$ cat src/lcar_pkg.sv
`timescale 1ns / 1ps

package lcar_pkg;

  // Converter word width default and the widths of the fixed fields.
  localparam int SAMPLE_BITS_DEF = 24;
  localparam int COUNT_W         = 16;
  localparam int SCALE_W         = 32;
  localparam int WEIGHT_W        = 48;
  localparam int CFG_IDX_W       = 1;

  // Configuration register indexes.
  localparam logic [CFG_IDX_W-1:0] REG_GAIN  = 1'd0;
  localparam logic [CFG_IDX_W-1:0] REG_SCALE = 1'd1;

  // Register reset values.
  localparam logic [1:0]         GAIN_RESET  = 2'd1;
  localparam logic [SCALE_W-1:0] SCALE_RESET = 32'd65536;

  // Operation codes on the input beat.
  localparam logic [1:0] OP_TICK  = 2'd0;
  localparam logic [1:0] OP_WEIGH = 2'd1;
  localparam logic [1:0] OP_TARE  = 2'd2;

  // Status codes on the result beat.
  localparam logic [1:0] STAT_OK   = 2'd0;
  localparam logic [1:0] STAT_ZERO = 2'd1;
  localparam logic [1:0] STAT_BUSY = 2'd2;

  // Saturation limits of the weight output.
  localparam logic [WEIGHT_W-1:0] W48_MAX = 48'h7FFF_FFFF_FFFF;
  localparam logic [WEIGHT_W-1:0] W48_MIN = 48'h8000_0000_0000;

  typedef enum logic [1:0] {
    PH_IDLE,
    PH_WAIT,
    PH_CLOCK
  } phase_t;

  typedef enum logic [2:0] {
    SQ_TICK,
    SQ_AVG_GO,
    SQ_AVG_RUN,
    SQ_DIFF,
    SQ_WT_GO,
    SQ_WT_RUN
  } seq_t;

endpackage

$ cat src/load_cell_adc_reader_averaging_unit.sv
`timescale 1ns / 1ps

// Latency: a tick's result beat is registered, valid the cycle after the input beat;
//   the beat of the tick that ends a command waits until the arithmetic is done.
// Throughput: one tick per cycle while results are taken; that last tick holds the input
//   off through its passes (one for a tare, up to two for a weigh) through one shared divider.
// Reset: synchronous, active high; clears the sequencer, read state, tare offset and
//   result valid, and loads gain_pulses = 1 and scale_factor = 1.0 (Q16.16).
module load_cell_adc_reader_averaging_unit #(
  parameter int SAMPLE_BITS = lcar_pkg::SAMPLE_BITS_DEF
) (
  input  logic                               clk,
  input  logic                               rst,
  // input channel: one half period of the converter serial clock per beat
  input  logic                               in_valid,
  output logic                               in_ready,
  input  logic [1:0]                         op,
  input  logic [lcar_pkg::COUNT_W-1:0]       average_count,
  input  logic                               dout_level,
  // result channel: one beat per input beat
  output logic                               out_valid,
  input  logic                               out_ready,
  output logic                               sck_level,
  output logic                               done_res,
  output logic [1:0]                         status,
  output logic signed [lcar_pkg::WEIGHT_W-1:0] weight,
  // configuration write port
  input  logic                               cfg_we,
  input  logic [lcar_pkg::CFG_IDX_W-1:0]     cfg_index,
  input  logic [lcar_pkg::SCALE_W-1:0]       cfg_data
);

  // Widths derived from the converter word size.
  localparam int SUM_W  = SAMPLE_BITS + lcar_pkg::COUNT_W;  // exact sum of 65535 words
  localparam int AVG_W  = SAMPLE_BITS + 8;                  // Q.8 average / tare offset
  localparam int DIFF_W = AVG_W + 1;                        // average minus offset
  localparam int DIV_W  = DIFF_W + 16;                      // widest dividend (diff * 65536)
  localparam int CMP_W  = (DIV_W > lcar_pkg::WEIGHT_W) ? DIV_W : lcar_pkg::WEIGHT_W;
  localparam int PC_W   = $clog2(SAMPLE_BITS + 4);
  localparam int W_W    = lcar_pkg::WEIGHT_W;

  localparam logic [CMP_W-1:0] POS_LIM = CMP_W'(lcar_pkg::W48_MAX);
  localparam logic [CMP_W-1:0] NEG_LIM = CMP_W'(lcar_pkg::W48_MIN);

  // Configuration registers.
  logic [1:0]                  gain_pulses;
  logic [lcar_pkg::SCALE_W-1:0] scale_factor;

  // Read state.
  lcar_pkg::phase_t            phase, phase_next;
  logic [PC_W-1:0]             pulse_count, pulse_count_next;
  logic [SAMPLE_BITS-1:0]      shift_word, shift_word_next;
  logic                        clock_out, clock_out_next;
  logic signed [SUM_W-1:0]     running_sum, running_sum_next;
  logic [lcar_pkg::COUNT_W-1:0] reads_done, reads_done_next;
  logic [lcar_pkg::COUNT_W-1:0] reads_wanted, reads_wanted_next;
  logic                        tare_mode, tare_mode_next;
  logic signed [AVG_W-1:0]     tare_offset;

  // Sequencer and arithmetic holding registers.
  lcar_pkg::seq_t              seq, seq_next;
  logic signed [AVG_W-1:0]     avg_reg;
  logic signed [DIFF_W-1:0]    diff_reg;
  logic                        neg;

  // Tick decode.
  logic                        accept;
  logic                        cmd;
  logic [1:0]                  gp;
  logic [PC_W-1:0]             pulse_inc;
  logic                        word_end;
  logic [lcar_pkg::COUNT_W-1:0] reads_inc;
  logic                        read_last;
  logic                        tick_sck;
  logic                        tick_done;
  logic [1:0]                  tick_status;

  // Divider hookup.
  logic                        div_start;
  logic [DIV_W-1:0]            div_dividend;
  logic [lcar_pkg::SCALE_W-1:0] div_divisor;
  logic                        div_done;
  logic [DIV_W-1:0]            div_q;

  // Arithmetic around the divider.
  logic [SUM_W-1:0]            sum_mag;
  logic [DIFF_W-1:0]           diff_mag;
  logic [AVG_W-1:0]            q_avg;
  logic signed [AVG_W-1:0]     avg_val;
  logic [CMP_W-1:0]            q_cmp;
  logic [W_W-1:0]              q_low;
  logic [W_W-1:0]              sat_weight;
  logic [W_W-1:0]              zero_scale_weight;

  // Result load controls.
  logic                        res_load;
  logic                        res_sck;
  logic                        res_done;
  logic [1:0]                  res_status;
  logic [W_W-1:0]              res_weight;

  assign accept    = in_valid && in_ready;
  assign cmd       = (op == lcar_pkg::OP_WEIGH) || (op == lcar_pkg::OP_TARE);
  assign gp        = (gain_pulses == 2'd0) ? 2'd1 : gain_pulses;
  assign pulse_inc = pulse_count + 1'b1;
  // A word ends on a low tick once the data bits and gain pulses are all sent.
  assign word_end  = (phase == lcar_pkg::PH_CLOCK) && clock_out &&
                     (pulse_inc >= (PC_W'(SAMPLE_BITS) + PC_W'(gp)));
  assign reads_inc = reads_done + 1'b1;
  assign read_last = word_end && (reads_inc == reads_wanted);

  // ---------------------------------------------------------------------------
  // Read phase: next state.
  // ---------------------------------------------------------------------------
  always_comb begin
    phase_next = phase;
    unique case (phase)
      lcar_pkg::PH_IDLE: begin
        if (cmd && (average_count != '0)) begin
          phase_next = lcar_pkg::PH_WAIT;
        end
      end
      lcar_pkg::PH_WAIT: begin
        // Data line low means a conversion is ready to clock out.
        if (!dout_level) begin
          phase_next = lcar_pkg::PH_CLOCK;
        end
      end
      lcar_pkg::PH_CLOCK: begin
        if (word_end) begin
          phase_next = read_last ? lcar_pkg::PH_IDLE : lcar_pkg::PH_WAIT;
        end
      end
      default: phase_next = lcar_pkg::PH_IDLE;
    endcase
  end

  // ---------------------------------------------------------------------------
  // Read phase: outputs and datapath updates for one tick.
  // ---------------------------------------------------------------------------
  always_comb begin
    pulse_count_next  = pulse_count;
    shift_word_next   = shift_word;
    clock_out_next    = clock_out;
    running_sum_next  = running_sum;
    reads_done_next   = reads_done;
    reads_wanted_next = reads_wanted;
    tare_mode_next    = tare_mode;
    tick_sck          = 1'b0;
    tick_done         = 1'b0;
    tick_status       = lcar_pkg::STAT_OK;
    unique case (phase)
      lcar_pkg::PH_IDLE: begin
        if (cmd) begin
          if (average_count == '0) begin
            // Reject a zero count at once.
            tick_done   = 1'b1;
            tick_status = lcar_pkg::STAT_ZERO;
          end else begin
            reads_wanted_next = average_count;
            reads_done_next   = '0;
            running_sum_next  = '0;
            tare_mode_next    = (op == lcar_pkg::OP_TARE);
          end
        end
      end
      lcar_pkg::PH_WAIT: begin
        if (cmd) begin
          tick_status = lcar_pkg::STAT_BUSY;
        end
        if (!dout_level) begin
          pulse_count_next = '0;
          clock_out_next   = 1'b0;
          shift_word_next  = '0;
        end
      end
      lcar_pkg::PH_CLOCK: begin
        if (cmd) begin
          tick_status = lcar_pkg::STAT_BUSY;
        end
        if (!clock_out) begin
          // High tick: sample the data line while data bits remain.
          clock_out_next = 1'b1;
          tick_sck       = 1'b1;
          if (pulse_count < PC_W'(SAMPLE_BITS)) begin
            shift_word_next = {shift_word[SAMPLE_BITS-2:0], dout_level};
          end
        end else begin
          // Low tick: count the pulse, fold in the word when it ends.
          clock_out_next   = 1'b0;
          pulse_count_next = pulse_inc;
          if (word_end) begin
            running_sum_next = running_sum +
                {{lcar_pkg::COUNT_W{shift_word[SAMPLE_BITS-1]}}, shift_word};
            reads_done_next  = reads_inc;
          end
        end
      end
      default: begin
      end
    endcase
  end

  // ---------------------------------------------------------------------------
  // Arithmetic feeding and leaving the shared divider.
  // ---------------------------------------------------------------------------
  assign sum_mag  = running_sum[SUM_W-1] ? SUM_W'(-running_sum) : SUM_W'(running_sum);
  assign diff_mag = diff_reg[DIFF_W-1] ? DIFF_W'(-diff_reg) : DIFF_W'(diff_reg);
  assign q_avg    = div_q[AVG_W-1:0];
  assign avg_val  = neg ? -$signed(q_avg) : $signed(q_avg);

  // Saturate the quotient magnitude to the signed 48-bit range.
  assign q_cmp = CMP_W'(div_q);
  assign q_low = q_cmp[W_W-1:0];
  always_comb begin
    if (neg) begin
      sat_weight = (q_cmp > NEG_LIM) ? lcar_pkg::W48_MIN : W_W'(-q_low);
    end else begin
      sat_weight = (q_cmp > POS_LIM) ? lcar_pkg::W48_MAX : q_low;
    end
  end

  // A zero scale saturates toward the sign of the difference; a zero difference gives zero.
  always_comb begin
    if (diff_reg == '0) begin
      zero_scale_weight = '0;
    end else if (diff_reg[DIFF_W-1]) begin
      zero_scale_weight = lcar_pkg::W48_MIN;
    end else begin
      zero_scale_weight = lcar_pkg::W48_MAX;
    end
  end

  // ---------------------------------------------------------------------------
  // Sequencer: next state.
  // ---------------------------------------------------------------------------
  always_comb begin
    seq_next = seq;
    unique case (seq)
      lcar_pkg::SQ_TICK: begin
        if (accept && read_last) begin
          seq_next = lcar_pkg::SQ_AVG_GO;
        end
      end
      lcar_pkg::SQ_AVG_GO:  seq_next = lcar_pkg::SQ_AVG_RUN;
      lcar_pkg::SQ_AVG_RUN: begin
        if (div_done) begin
          seq_next = tare_mode ? lcar_pkg::SQ_TICK : lcar_pkg::SQ_DIFF;
        end
      end
      lcar_pkg::SQ_DIFF:    seq_next = lcar_pkg::SQ_WT_GO;
      lcar_pkg::SQ_WT_GO: begin
        seq_next = (scale_factor == '0) ? lcar_pkg::SQ_TICK : lcar_pkg::SQ_WT_RUN;
      end
      lcar_pkg::SQ_WT_RUN: begin
        if (div_done) begin
          seq_next = lcar_pkg::SQ_TICK;
        end
      end
      default: seq_next = lcar_pkg::SQ_TICK;
    endcase
  end

  // ---------------------------------------------------------------------------
  // Sequencer: outputs.
  // ---------------------------------------------------------------------------
  always_comb begin
    in_ready     = 1'b0;
    div_start    = 1'b0;
    div_dividend = DIV_W'({sum_mag, 8'b0});
    div_divisor  = lcar_pkg::SCALE_W'(reads_wanted);
    res_load     = 1'b0;
    res_sck      = tick_sck;
    res_done     = tick_done;
    res_status   = tick_status;
    res_weight   = '0;
    unique case (seq)
      lcar_pkg::SQ_TICK: begin
        // Take a tick only when the result slot is free or draining this cycle.
        in_ready = !out_valid || out_ready;
        // The last read of a command holds its result until the math is done.
        res_load = accept && !read_last;
      end
      lcar_pkg::SQ_AVG_GO: begin
        div_start = 1'b1;
      end
      lcar_pkg::SQ_AVG_RUN: begin
        if (div_done && tare_mode) begin
          res_load   = 1'b1;
          res_sck    = 1'b0;
          res_done   = 1'b1;
          res_status = lcar_pkg::STAT_OK;
        end
      end
      lcar_pkg::SQ_DIFF: begin
      end
      lcar_pkg::SQ_WT_GO: begin
        div_dividend = {diff_mag, 16'b0};
        div_divisor  = scale_factor;
        if (scale_factor == '0) begin
          res_load   = 1'b1;
          res_sck    = 1'b0;
          res_done   = 1'b1;
          res_status = lcar_pkg::STAT_OK;
          res_weight = zero_scale_weight;
        end else begin
          div_start = 1'b1;
        end
      end
      lcar_pkg::SQ_WT_RUN: begin
        if (div_done) begin
          res_load   = 1'b1;
          res_sck    = 1'b0;
          res_done   = 1'b1;
          res_status = lcar_pkg::STAT_OK;
          res_weight = sat_weight;
        end
      end
      default: begin
      end
    endcase
  end

  // ---------------------------------------------------------------------------
  // Registers.
  // ---------------------------------------------------------------------------
  always_ff @(posedge clk) begin
    if (rst) begin
      gain_pulses  <= lcar_pkg::GAIN_RESET;
      scale_factor <= lcar_pkg::SCALE_RESET;
      phase        <= lcar_pkg::PH_IDLE;
      pulse_count  <= '0;
      shift_word   <= '0;
      clock_out    <= 1'b0;
      running_sum  <= '0;
      reads_done   <= '0;
      reads_wanted <= '0;
      tare_mode    <= 1'b0;
      tare_offset  <= '0;
      seq          <= lcar_pkg::SQ_TICK;
      out_valid    <= 1'b0;
    end else begin
      if (cfg_we) begin
        unique case (cfg_index)
          lcar_pkg::REG_GAIN:  gain_pulses  <= cfg_data[1:0];
          lcar_pkg::REG_SCALE: scale_factor <= cfg_data;
          default: begin
          end
        endcase
      end

      // Advance the read state once per accepted tick.
      if (accept) begin
        phase        <= phase_next;
        pulse_count  <= pulse_count_next;
        shift_word   <= shift_word_next;
        clock_out    <= clock_out_next;
        running_sum  <= running_sum_next;
        reads_done   <= reads_done_next;
        reads_wanted <= reads_wanted_next;
        tare_mode    <= tare_mode_next;
      end

      seq <= seq_next;

      if ((seq == lcar_pkg::SQ_AVG_RUN) && div_done && tare_mode) begin
        tare_offset <= avg_val;
      end

      // Hold a result beat until taken; load a new one into the freed slot.
      if (res_load) begin
        out_valid <= 1'b1;
      end else if (out_ready) begin
        out_valid <= 1'b0;
      end
    end
  end

  // Payload registers.
  always_ff @(posedge clk) begin
    if (res_load) begin
      sck_level <= res_sck;
      done_res  <= res_done;
      status    <= res_status;
      weight    <= $signed(res_weight);
    end
    if (seq == lcar_pkg::SQ_AVG_GO) begin
      neg <= running_sum[SUM_W-1];
    end else if (seq == lcar_pkg::SQ_WT_GO) begin
      neg <= diff_reg[DIFF_W-1];
    end
    if ((seq == lcar_pkg::SQ_AVG_RUN) && div_done) begin
      avg_reg <= avg_val;
    end
    if (seq == lcar_pkg::SQ_DIFF) begin
      diff_reg <= {avg_reg[AVG_W-1], avg_reg} - {tare_offset[AVG_W-1], tare_offset};
    end
  end

  // One divider serves both the average and the scaling.
  lcar_div #(
    .DIVIDEND_W (DIV_W),
    .DIVISOR_W  (lcar_pkg::SCALE_W)
  ) u_div (
    .clk      (clk),
    .rst      (rst),
    .start    (div_start),
    .dividend (div_dividend),
    .divisor  (div_divisor),
    .done     (div_done),
    .quotient (div_q)
  );

endmodule

$ cat src/lcar_div.sv
`timescale 1ns / 1ps

// Unsigned restoring divider, one quotient bit per cycle.
module lcar_div #(
  parameter int DIVIDEND_W = lcar_pkg::SAMPLE_BITS_DEF + 25,
  parameter int DIVISOR_W  = lcar_pkg::SCALE_W
) (
  input  logic                  clk,
  input  logic                  rst,
  input  logic                  start,
  input  logic [DIVIDEND_W-1:0] dividend,
  input  logic [DIVISOR_W-1:0]  divisor,
  output logic                  done,
  output logic [DIVIDEND_W-1:0] quotient
);

  localparam int CNT_W = $clog2(DIVIDEND_W + 1);

  logic [DIVISOR_W-1:0] rem;
  logic [DIVISOR_W-1:0] dvs;
  logic [CNT_W-1:0]     steps;
  logic [DIVISOR_W:0]   trial;
  logic [DIVISOR_W:0]   trial_sub;
  logic                 fits;

  assign trial     = {rem, quotient[DIVIDEND_W-1]};
  assign trial_sub = trial - {1'b0, dvs};
  assign fits      = (trial >= {1'b0, dvs});

  always_ff @(posedge clk) begin
    if (rst) begin
      steps <= '0;
      done  <= 1'b0;
    end else begin
      done <= 1'b0;
      if (start) begin
        quotient <= dividend;
        rem      <= '0;
        dvs      <= divisor;
        steps    <= CNT_W'(DIVIDEND_W);
      end else if (steps != '0) begin
        quotient <= {quotient[DIVIDEND_W-2:0], fits};
        rem      <= fits ? trial_sub[DIVISOR_W-1:0] : trial[DIVISOR_W-1:0];
        steps    <= steps - 1'b1;
        if (steps == CNT_W'(1)) begin
          done <= 1'b1;
        end
      end
    end
  end

endmodule

$ cat config.mk
export PLATFORM = sky130hd
export DESIGN_NAME = load_cell_adc_reader_averaging_unit
export DESIGN_NICKNAME = d
export VERILOG_FILES = /design/src/lcar_pkg.sv /design/src/load_cell_adc_reader_averaging_unit.sv /design/src/lcar_div.sv
export SDC_FILE = /design/constraint.sdc
export NUM_CORES = 1
export LEC_CHECK = 0
export BUFFER_PORTS_ARGS = -buffer_cell sky130_fd_sc_hd__buf_2
export CAP_MARGIN = 40
export CORE_UTILIZATION = 50
export DETAILED_ROUTE_END_ITERATION = 12
export PLACE_DENSITY = 0.78
export REMOVE_ABC_BUFFERS = 1
export SLEW_MARGIN = 20
export SYNTH_ARGS = -nofsm -noshare
export SYNTH_HDL_FRONTEND = slang
export SYNTH_SLANG_ARGS = --single-unit
$ cat constraint.sdc
create_clock -name clk -period 5.97 [get_ports clk]
set_input_delay 0.597 -clock clk [delete_from_list [all_inputs] [get_ports clk]]
set_output_delay 0.597 -clock clk [all_outputs]
set_load 0.005 [all_outputs]
# Word-level counts from Yosys, hierarchy flattened
# Cells that the tools add are included.
[totals] register_bits=413 out_inout_bits=54 wordCells=193
[classes] add_sub_neg=11 magnitude_cmp=5 n_eq_ne=22 n_mux=83 bitwise=4 reduce_logical=41
[op_table] cell="$mux W48" count=7
[op_table] cell="$mux W40" count=5
[op_table] cell="$mux W49" count=3
[op_table] cell="$mux W32" count=3
[op_table] cell="$pmux W48 S2" count=1
[op_table] cell="$mux W16" count=5
[op_table] cell="$pmux W40 S2" count=1
[op_table] cell="$mux W24" count=3
[op_table] cell="$gt A49 B47 Y1 const B" count=1
[op_table] cell="$gt A49 B48 Y1 const B" count=1
[op_table] cell="$neg A48 Y48" count=1
[op_table] cell="$pmux W24 S2" count=1
[op_table] cell="$add A40 B40 Y40" count=1
[op_table] cell="$neg A40 Y40" count=1
[op_table] cell="$ge A33 B32 Y1" count=1
[op_table] cell="$logic_not A33 Y1" count=1
[op_table] cell="$mux W33" count=1
[op_table] cell="$neg A33 Y33" count=1
[op_table] cell="$sub A32 B32 Y33" count=1
[op_table] cell="$logic_not A32 Y1" count=1
[op_table] cell="$neg A32 Y32" count=1
[op_table] cell="$pmux W16 S2" count=1
[op_table] cell="$sub A32 B32 Y32" count=1
[op_table] cell="$mux W1" count=25
[op_table] cell="43 further kinds" count=98

# Longest topological paths before layout
[logic_depth] ltp_word=10 ltp_mapped=14 ltp_nobuf=13

# By module
# A second synthesis with hierarchy kept.
[unflattened] hier_cells=2812 area_unflattened_um2=25510.7
[modules_own_cells] mod="load_cell_adc_reader_averaging_unit" instances=1 cells_per_inst=2259 area_per_inst_um2=18839.3 seq_area_each_um2=7046.8
[modules_own_cells] mod="lcar_div" instances=1 cells_per_inst=553 area_per_inst_um2=6671.4 seq_area_each_um2=3533.4

# Worst setup path before layout
# No wires, ideal clock.
[synth_timing] path_type="register -> register" startpoint="register seq[0]" endpoint="register u_div.quotient[0] (enable)" setup_ps=568 t_arrival_ps=5827 setup_slack_ps=-425 path_stages_with_launch=8 synth_period_minus_slack_ps=6395 cell_sequence="dfxtp_1 -> clkbuf_1 -> nor2b_1 -> nand2b_1 -> o21a_1 -> clkbuf_1 -> buf_1 -> a31oi_1"
[synth_between] elab_chain_cells=4 elab_cells_between_ends=5 cone_classes="eq/ne: 2; mux: 1; reduce/logical: 2"
[synth_lines] item="start: declaration" line_no="load_cell_adc_reader_averaging_unit.sv:61" source="lcar_pkg::seq_t seq, seq_next;"
[synth_lines] item="start signal: assignment" line_no="load_cell_adc_reader_averaging_unit.sv:340" source="seq <= lcar_pkg::SQ_TICK;"
[synth_lines] item="start signal: assignment" line_no="load_cell_adc_reader_averaging_unit.sv:364" source="seq <= seq_next;"
[synth_lines] item="$eq A3 B3 Y1 or $eq A3 B1 Y1 (tied branches)" line_no="load_cell_adc_reader_averaging_unit.sv:277" source="unique case (seq)"
[synth_lines] item="$pmux W1 S2 (*)" line_no="load_cell_adc_reader_averaging_unit.sv:277"
[synth_lines] item="$reduce_bool A2 Y1 (no line) (*)"
[synth_lines] item="$reduce_and A2 Y1 (no line) (*)"
[synth_lines] item="end signal: assignment" line_no="lcar_div.sv:37" source="quotient <= dividend;"
[synth_lines] item="end signal: assignment" line_no="lcar_div.sv:42" source="quotient <= {quotient[DIVIDEND_W-2:0], fits};"
[synth_lines] item="end: declaration" line_no="lcar_div.sv:14" source="output logic [DIVIDEND_W-1:0] quotient"
# Mark *: on every way between the ends. The rest lies on a longest branch, timed or not.
# A chain may end at the register's enable or synchronous reset.

# Worst setup path after layout
[layout_timing] startpoint="register diff_reg[12]" endpoint="register weight[23] in the netlist's numbering (data pin)"
[layout_between] elab_chain_cells=4
[layout_lines] item="start: declaration" line_no="load_cell_adc_reader_averaging_unit.sv:63" source="logic signed [DIFF_W-1:0] diff_reg;"
[layout_lines] item="start signal: assignment" line_no="load_cell_adc_reader_averaging_unit.sv:396" source="diff_reg <= {avg_reg[AVG_W-1], avg_reg} - {tare_offset[AVG_W-1], tare_offset};"
[layout_lines] item="$logic_not A33 Y1" line_no="load_cell_adc_reader_averaging_unit.sv:225" source="if (diff_reg == '0) begin"
[layout_lines] item="$mux W48" line_no="load_cell_adc_reader_averaging_unit.sv:225"
[layout_lines] item="$mux W48" line_no="load_cell_adc_reader_averaging_unit.sv:300" source="if (scale_factor == '0) begin"
[layout_lines] item="$pmux W48 S2" line_no="load_cell_adc_reader_averaging_unit.sv:277"
[layout_lines] item="net res_weight[23]" line_no="load_cell_adc_reader_averaging_unit.sv:100" source="logic [W_W-1:0] res_weight;"
[layout_lines] item="end signal: assignment" line_no="load_cell_adc_reader_averaging_unit.sv:385" source="weight <= $signed(res_weight);"
[layout_lines] item="end: declaration" line_no="load_cell_adc_reader_averaging_unit.sv:26" source="output logic signed [lcar_pkg::WEIGHT_W-1:0] weight,"
# The timed path passes the listed nets, and every way through them passes these cells.

==> impl_metrics.tcl <==
set metrics [dict create \
    synth_top_area_share_pct 27.58 \
    clockBufferDepth 3 \
    core_um2 49250 \
    cp.required_ns 6.27 \
    tns_ns 0 \
    yosysWarnings 0 \
    insertion_delay_ns 0.59 \
    crit_type "reg -> reg" \
    grt-ovfl-total 0 \
    port_buffers 110 \
    route.vias.total 21830 \
    setup_ws_ns 1.889 \
    synth.distinct_cells 80 \
    syn_avg_cell_area_um2 8.744 \
    io_pins 111 \
    synth_ff_type "edfxtp_1" \
    cp-start-kind "register" \
    die_w_um 226.3 \
    syn_to_final_growth_pct 11.06 \
    routabilityCongestion 0.9515 \
    yosysMostFrequentCell "nand2_1" \
    htreeDepth 2 \
    wl_mm 68.44 \
    grt_pass1_vias 20490 \
    synth-seq-cells 413 \
    status "finished clean" \
    min_period_over_period_pct 68.35 \
    p_per_area_nw_per_um2 327.2 \
    drt_first_iter_violations 2611 \
    fin_crit_ns 4.081 \
    synth_edf_count 231 \
    root_buffer "clkbuf_16" \
    cts_tree "yes" \
    via_per_inst 6.027 \
    p_total_uw 9140 \
    leakage_uw 0.01104 \
    rsz0062_at_grt "no" \
    largest_reg_flops 49 \
    drtAntennaViolNets 0 \
    fmax_mhz 245.1 \
    n_antenna_cell 0 \
    fin_nets 3100 \
    synth.largest_area_cell "edfxtp_1" \
    crit_fanout 33 \
    fp.dieH_um 226.3 \
    drive_gt1_share_pct 8.959 \
    top_regs "u_div.quotient: 49 flops, weight: 48 flops, running_sum: 40 flops" \
    ir_worst_vdd_uv 288.7 \
    drt_pass1_iterations 6 \
    fin_area_um2 27930 \
    clk_pin_slew_ns 0.06 \
    dp_slack_ns 1.806 \
    start_util_pct 51.06 \
    wl_per_cell_um 18.89 \
    synthArstFlopShare_pct 0 \
    post_cts_buffers 0 \
    synthCells 2876 \
    skew_ns 0.01481 \
    seq_area_frac_synth_pct 42.07 \
    numCtsBuffers 46 \
    grt_max_degree 102 \
    cts.repair.resized 0 \
    setup_viol_count_final 0 \
    slew_violations 0 \
    netlist_area_um2 25150 \
    end_kind "register" \
    cap_violations 0 \
    hp-class "in -> reg" \
    antenna_found_initial 1 \
    max_flop_register "u_div.quotient" \
    cts_hold_buf 0 \
    cp.arrival_ns 4.38 \
    synth.area.top_cells "edfxtp_1, dfxtp_1, ha_1" \
    clock-sinks 413 \
    dieArea_um2 51200 \
    ys_top_cells_by_count "nand2_1, nor2_1, a21oi_1" \
    grt_pass1_wl_mm 109.4 \
    dp_hpwl_mm 49.28 \
    relSlewSlack_pct 45.53 \
    drc 0 \
    max_slew.worst_pin.slew_ns 0.8170 \
    hold_violations 0 \
    grtUsageTotal_pct 26.63 \
    dpl_cell_area_um2 26250 \
    placementRows 81 \
]
where the power goes:
| part | leakage, uW | internal [uW] | switching [uW] |
|---|---|---|---|
| sequential | 0.00366 | 3490 | 390 |
| clock | 0.000756 | 1770 | 1210 |
| combinational | 0.00662 | 938 | 1340 |
layer usage:
metal  global-route usage, %  vias to the layer above  wire, um
met5                       0                        -         0
met4                   8.413                        0      2061
met3                   4.328                      136      5917
met2                   41.93                      867     30700
met1                   37.33                    10400     29760
li1                        -                    10430         -
logic make-up after synthesis:
logic type	share of synthesized area, %
buffers and inverters	4.418
xor gates and xnor gates	7.035
and+or+nand+nor	19.89
muxes	1.876
DFF	42.07
adders and majority gates	6.109
AOI/OAI and AO/OA	18.60
worst max-delay path, cell delays in order (launching register included):
cell and delay [ns]:
edfxtp_1 0.45, or4_1 0.56, or3_1 0.36, or3_1 0.36, or3_1 0.38, or3_1 0.39, or3_4 0.42, nand2_4 0.26
o21a_1 0.42, o21ai_0 0.18
cell type report:
cell class / instances / area [um^2]
timing repair buffer: 144 / 968.4
multi-input combinational: 2189 / 13520
clock inverter: 26 / 315.3
inverter: 128 / 480.5
fill: 4307 / 21320
sequential: 413 / 10580
clock buffer: 58 / 1237
tap: 664 / 830.8
per-stage QoR:
stage | hold WS (ns) | std cells | utilization [%]
6_report | 0.2187 | 3622 | 56.71
5_1_grt | 0.2214 | 3622 | 56.71
4_1_cts | 0.1903 | 3615 | 56.44
3_5_place_dp | 0.4597 | 3531 | 53.29
3_3_place_gp | 0.4474 | 3525 | 53.05
2_1_floorplan | 0.4346 | 2730 | -
worst paths after layout:
check                      start  depth (start not counted)  slack (ns)                to
hold reg to reg   tare_offset[8]                          2        0.47    tare_offset[8]
setup reg to reg    diff_reg[12]                          9        1.89        weight[23]
setup / recovery    diff_reg[12]                          9        1.89        weight[23]
hold / removal      cfg_data[16]                          3        0.22  scale_factor[16]
cells in the final DEF (no fill, tap or decap), drive strengths merged, types with 59 or more instances in the layout:
cell | synthesis | layout
nand2 | 364 | 364
nor2 | 264 | 264
a21oi | 242 | 242
edfxtp | 231 | 231
o21ai | 230 | 230
dfxtp | 182 | 182
buf | 25 | 143
xnor2 | 133 | 133
inv | 128 | 130
ha | 118 | 118
xor2 | 69 | 69
nand3 | 61 | 61
clkbuf | 121 | 59
(Power assumes the default switching activity.)
